`src/bulge_arc_tessellator_defines.svh`:
```
// Assertion macros shared by the bulge arc tessellator RTL.
// No dependencies; included by files that carry concurrent assertions.
`ifndef BULGE_ARC_TESSELLATOR_DEFINES_SVH
`define BULGE_ARC_TESSELLATOR_DEFINES_SVH

// same-cycle implication, checked outside reset
`define BAT_ASSERT_NOW(label, ante, cons, msg) \
    label: assert property (@(posedge i_clk) disable iff (!i_rst_n) (ante) |-> (cons)) \
        else $error(msg);

// next-cycle implication, checked outside reset
`define BAT_ASSERT_NEXT(label, ante, cons, msg) \
    label: assert property (@(posedge i_clk) disable iff (!i_rst_n) (ante) |=> (cons)) \
        else $error(msg);

`endif

```
`src/bat_pkg.sv`:
```
// Package for the bulge arc tessellator: word types, segment descriptor,
// sequencer states, CORDIC table and shared constants. No dependencies.
package bat_pkg;

    localparam int DEF_STEPS_PER_HALF_TURN = 18;
    localparam int DEF_COORD_FRAC_BITS     = 16;

    // datapath widths
    localparam int CW = 64;   // CORDIC vector and product width
    localparam int AW = 34;   // angle accumulator width
    localparam int IW = 5;    // CORDIC iteration index

    localparam int CORDIC_ITERS = 24;
    localparam int GUARD_BITS   = 24;
    localparam int MUL_SH_M     = 30;
    localparam int MUL_SH_P     = 32 + GUARD_BITS;

    localparam logic signed [31:0] INV_GAIN_Q30 = 32'sd652032874;
    localparam logic signed [AW-1:0] QUARTER_TURN = 34'sh0_4000_0000;
    localparam logic signed [AW-1:0] HALF_TURN    = 34'sh0_8000_0000;
    localparam logic signed [AW-1:0] ATAN_MAX     = 34'sh0_3FFF_FFFF;
    localparam logic [CW-1:0] INT64_MAX = 64'h7FFF_FFFF_FFFF_FFFF;

    // atan(2^-i) as binary angle, full turn = 2^32
    function automatic logic [31:0] atan_entry(input logic [IW-1:0] idx);
        logic [31:0] v;
        case (idx)
            5'd0:  v = 32'd536870912;
            5'd1:  v = 32'd316933406;
            5'd2:  v = 32'd167458907;
            5'd3:  v = 32'd85004756;
            5'd4:  v = 32'd42667331;
            5'd5:  v = 32'd21354465;
            5'd6:  v = 32'd10680350;
            5'd7:  v = 32'd5340245;
            5'd8:  v = 32'd2670163;
            5'd9:  v = 32'd1335087;
            5'd10: v = 32'd667544;
            5'd11: v = 32'd333772;
            5'd12: v = 32'd166886;
            5'd13: v = 32'd83443;
            5'd14: v = 32'd41722;
            5'd15: v = 32'd20861;
            5'd16: v = 32'd10430;
            5'd17: v = 32'd5215;
            5'd18: v = 32'd2608;
            5'd19: v = 32'd1304;
            5'd20: v = 32'd652;
            5'd21: v = 32'd326;
            5'd22: v = 32'd163;
            5'd23: v = 32'd81;
            default: v = 32'd0;
        endcase
        return v;
    endfunction

    // clamp a 65-bit sum to the signed 32-bit range
    function automatic logic signed [31:0] sat32(input logic signed [64:0] v);
        logic signed [31:0] r;
        if (v > 65'sh0_7FFF_FFFF) begin
            r = 32'sh7FFF_FFFF;
        end else if (v < -65'sh0_8000_0000) begin
            r = 32'sh8000_0000;
        end else begin
            r = v[31:0];
        end
        return r;
    endfunction

    typedef struct packed {
        logic signed [31:0] start_x;
        logic signed [31:0] start_y;
        logic signed [31:0] end_x;
        logic signed [31:0] end_y;
        logic signed [31:0] bulge;
        logic               emit_end;
    } t_in_word;

    typedef struct packed {
        logic signed [31:0] point_x;
        logic signed [31:0] point_y;
        logic               last_point;
    } t_out_word;

    // classified segment handed from front to back
    typedef struct packed {
        logic signed [31:0]   sx;
        logic signed [31:0]   sy;
        logic signed [31:0]   ex;
        logic signed [31:0]   ey;
        logic signed [31:0]   bulge;
        logic [31:0]          absb;
        logic signed [CW-1:0] x0;
        logic signed [CW-1:0] y0;
        logic                 emit_end;
        logic                 arc;
    } t_seg;

    typedef struct packed {
        logic start;
        logic vector;
    } t_cordic_ctl;

    typedef struct packed {
        logic start;
        logic long_sh;
    } t_mul_ctl;

    typedef enum logic [3:0] {
        S_IDLE,
        S_ATAN,
        S_STEPS,
        S_EMIT_START,
        S_DIVQ,
        S_DIVH,
        S_NEXT,
        S_ROT,
        S_RWAIT,
        S_MUL_M,
        S_MUL_X,
        S_MUL_Y,
        S_EMIT_PT,
        S_EMIT_END
    } t_state;

endpackage

```
`src/bat_front.sv`:
```
// Front end: accepts segment words, classifies them and scales the chord;
// holds classified segments in a two-entry queue. Depends on bat_pkg.
module bat_front (
    input  logic              i_clk,
    input  logic              i_rst_n,
    input  logic              i_in_valid,
    output logic              o_in_ready,
    input  bat_pkg::t_in_word i_in_word,
    input  logic              i_pop,
    output logic              o_seg_valid,
    output bat_pkg::t_seg     o_seg
);

    bat_pkg::t_seg       r_mem [2];
    logic                r_wp, r_rp;
    logic [1:0]          r_cnt;
    bat_pkg::t_seg       w_seg;
    logic signed [32:0]  w_dx, w_dy;
    logic signed [64:0]  w_px, w_py;
    logic                w_push;

    // chord, gain-compensated chord and arc classification
    always_comb begin
        w_dx = $signed({i_in_word.end_x[31], i_in_word.end_x})
             - $signed({i_in_word.start_x[31], i_in_word.start_x});
        w_dy = $signed({i_in_word.end_y[31], i_in_word.end_y})
             - $signed({i_in_word.start_y[31], i_in_word.start_y});
        w_px = w_dx * bat_pkg::INV_GAIN_Q30;
        w_py = w_dy * bat_pkg::INV_GAIN_Q30;
        w_seg.sx       = i_in_word.start_x;
        w_seg.sy       = i_in_word.start_y;
        w_seg.ex       = i_in_word.end_x;
        w_seg.ey       = i_in_word.end_y;
        w_seg.bulge    = i_in_word.bulge;
        w_seg.absb     = i_in_word.bulge[31] ? (32'd0 - i_in_word.bulge) : i_in_word.bulge;
        // floor shift of the signed product
        w_seg.x0       = $signed(w_px[63:0]) >>> (30 - bat_pkg::GUARD_BITS);
        w_seg.y0       = $signed(w_py[63:0]) >>> (30 - bat_pkg::GUARD_BITS);
        w_seg.emit_end = i_in_word.emit_end;
        w_seg.arc      = (i_in_word.bulge != 32'sd0) && ((w_dx != 33'sd0) || (w_dy != 33'sd0));
    end

    assign o_in_ready  = (r_cnt != 2'd2);
    assign o_seg_valid = (r_cnt != 2'd0);
    assign o_seg       = r_mem[r_rp];
    assign w_push      = i_in_valid && o_in_ready;

    // queue pointers and fill count
    always_ff @(posedge i_clk) begin
        if (!i_rst_n) begin
            r_wp  <= 1'b0;
            r_rp  <= 1'b0;
            r_cnt <= 2'd0;
        end else begin
            if (w_push) begin
                r_wp <= ~r_wp;
            end
            if (i_pop) begin
                r_rp <= ~r_rp;
            end
            r_cnt <= r_cnt + {1'b0, w_push} - {1'b0, i_pop};
        end
    end

    // queue storage
    always_ff @(posedge i_clk) begin
        if (w_push) begin
            r_mem[r_wp] <= w_seg;
        end
    end

endmodule

```
`config.mk`:
```
export PLATFORM = sky130hd
export DESIGN_NAME = bat_front
export DESIGN_NICKNAME = d
export VERILOG_FILES = /design/src/bulge_arc_tessellator_defines.svh /design/src/bat_pkg.sv /design/src/bat_front.sv
export SDC_FILE = /design/constraint.sdc
export NUM_CORES = 2
export LEC_CHECK = 0
export BUFFER_PORTS_ARGS = -buffer_cell sky130_fd_sc_hd__clkbuf_2
export CELL_PAD_IN_SITES_DETAIL_PLACEMENT = 1
export CELL_PAD_IN_SITES_GLOBAL_PLACEMENT = 2
export CORE_AREA = 2 2 384 386
export CTS_CLUSTER_SIZE = 10
export DETAILED_ROUTE_END_ITERATION = 6
export DIE_AREA = 0 0 386 388
export PLACE_DENSITY = 0.95
export SLEW_MARGIN = 20
export SYNTH_ARGS = -nofsm -noshare
export SYNTH_HDL_FRONTEND = slang
export SYNTH_SLANG_ARGS = --single-unit
```
`constraint.sdc`:
```
create_clock -name i_clk -period 29.8 [get_ports i_clk]
set_input_delay 5.96 -clock i_clk [delete_from_list [all_inputs] [get_ports i_clk]]
set_output_delay 5.96 -clock i_clk [all_outputs]
set_load 0.05 [all_outputs]
```
==> flow_summary.yaml <==
cells_and_area:
  drive_above_1_share_pct: 15.7
  fin_cells: 8278
  final_util_pct: 50.8
  area_growth_pct: 10.8
  final_nets: 8165
worst_setup_path:
  crit_fanout: 7
  reg2reg_from: "r_cnt[0]$_SDFF_PN0_"
  crit_top_cell: "fa_1"
  max_stage_delay_ps: 770
  r2r_cells: 6
  required_ps: 30250
  rr_endpoint: "r_mem[0][110]$_DFFE_PP_"
  start_kind: "input port"
  rrSetupSlack_ps: 25770
  slowest_stage: "o21ai_1"
  critPathArrivalTime_ps: 17480
  endpoint_kind: "register"
  worstSetupPathType: "in2reg"
timing:
  fin_crit_sh_pct: 57.1
  tns_ps: 0
  setup_viol: 0
  post-route-min-period_ps: 17030
  holdWs_ps: 616
  worst_pin_slew_ps: 1160
  max_slew_margin_pct: 20.5
  hold_viol: 0
  slew_viol_final: 0
  fmax_mhz: 58.7
  rsz0062_at_grt: "false"
  clock_skew_ps: 13.4
synth:
  avgSynthCellArea_sq_um: 11.5
  synthTopCellsByCount: "inv_1, fa_1, ha_1"
  async_reset_ff_share_pct: 0
  synthesis.nets: 7639
  yosysSeqAreaShare_pct: 28.1
  synth_warnings: 0
  synth_cell_types: 79
  yosysMostFrequentCell: "inv_1"
  synth-adder-area-share_pct: 42.4
  synth_area_sq_um: 66500
  postSynthCellCount: 5791
  synth_flop_cell: "edfxtp_1"
  yosys.area_share.simple_pct: 3.73
  netlist.area_leader.share_pct: 28.5
  synth_edf_count: 618
  ys_top_cells_by_area: "fa_1, edfxtp_1, ha_1"
  ys_seq_elements: 623
  synth_compound_area_share_pct: 6.47
  synth_xor_area_share_pct: 4.41
  yosys.area.top_type: "fa_1"
  synth.area.mux_share_pct: 5.40
  synth_top_family_by_area: "adder cells"
global_route:
  grt_pass1_wl_mm: 322
  gr-usage-all-layers_pct: 29.0
  grt_max_degree: 72
  overflow: 0
  antenna_found_initial: 26
  grt_pass1_vias: 50051
floorplanning:
  coreArea_sq_um: 145000
  die_y_um: 388
  dieArea_sq_um: 150000
  fp.dieW_um: 386
  io_pins: 489
  rows: 140
  initial_core_util_pct: 45.8
placed_design:
  gp_congestion: 0.962
  hpwl_mm: 182
  dpl.cell_count: 8156
  io_buffers: 488
cts:
  clk_pin_slew_ps: 50
  cts.htree.levels: 3
  cts_tree: "yes"
  postCtsHoldBufs: 0
  cts_buffers: 76
  root_buffer: "clkbuf_16"
  cts_setup_buffers: 0
  clock_sinks: 623
  clk_latency_ps: 700
  post_cts_resized: 0
  cts_buffer_depth: 3
hold_path:
  whs_path_depth: 2
  min-delay-start: "r_rp$_SDFFE_PN0P_"
  hold_class: "reg2reg"
routing:
  drc_errors: 0
  vias_per_cell: 5.39
  routed_wl_mm: 215
  via_count: 44619
  drt_iter0_markers: 2651
  avgRoutedWirePerCell_um: 25.9
  firstDrtPassIters: 6
  ant_nets: 0
flow_run:
  drv_cap: 0
status:
  outcome: "finished clean"
## state kept, by name (all words and copies together), names as in the netlist, named ones only
signal  flops
r_wp        1
r_mem     618
r_cnt       2
r_rp        1
## final cells by class
type	instances	area, sq um
antenna	14	35.0
clock buffer	89	1950
clock inverter	19	294
fill	15564	71500
inverter	1570	5890
multi-input combinational	3493	41500
sequential	623	18700
tap	1917	2400
timing repair buffer	553	2930
## worst max-delay path by stage
stage	start	depth (start not counted)	slack, ps	endpoint
6_report	i_in_word[135]	34	12770	r_mem[0][129]$_DFFE_PP_
4_1_cts	i_in_word[135]	34	12930	r_mem[1][129]$_DFFE_PP_
3_3_place_gp	i_in_word[135]	36	12730	r_mem[0][129]$_DFFE_PP_
5_1_grt	i_in_word[65]	40	12170	r_mem[1][129]$_DFFE_PP_
2_1_floorplan	i_in_valid	3	9860	r_wp$_SDFFE_PN0P_
3_5_place_dp	i_in_word[130]	35	12220	r_mem[0][129]$_DFFE_PP_
## cell families (layout without fill, tap and decap cells)
group,count (synthesis),in the layout
compound gates,663,663
xor+xnor,333,333
fa+ha+maj,1685,1685
buf+inv,1675,2231
flops,623,623
mux,319,319
other cells,0,14
simple gates,493,493
## layer usage
layer / vias up / routed length [um] / global-route usage [%]
li1: 19661 / - / -
met1: 23252 / 91400 / 39.4
met2: 1416 / 101000 / 46.7
met3: 280 / 15900 / 6.02
met4: 10 / 6030 / 8.64
met5: - / 68 / 0
## stage by stage
step	worst slack, ps	cell area, sq um
2_1_floorplan	9860	66500
3_5_place_dp	12220	71400
5_1_grt	12170	73700
3_3_place_gp	12730	71400
6_report	12770	73700
4_1_cts	12930	73700
## placed cells by master, fill, tap and decap left out, drive strengths merged, types with 28 or more instances in the layout
cell    instances
edfxtp        618
o21bai         31
a21o          125
o21ai         118
nand2         127
buf            65
ha            735
clkbuf        577
fa            948
mux2          318
xor2          119
nand4          30
nor2          109
a21oi         215
nand2b         29
a31oi          28
inv          1573
nand3          39
xnor2         214
## critical path, delay by kind of cell
kind / cells / cell delay (ps)
XOR/XNOR: 1 / 590
AND/OR/NAND/NOR: 4 / 1100
AO/OA/AOI/OAI: 12 / 4260
buffers and inverters: 7 / 750
adder cells (fa/ha/maj): 10 / 4810
Power is left out: the tool's default activity adds up to more than one toggle a clock period on the data nets, which glitch-free logic cannot reach.
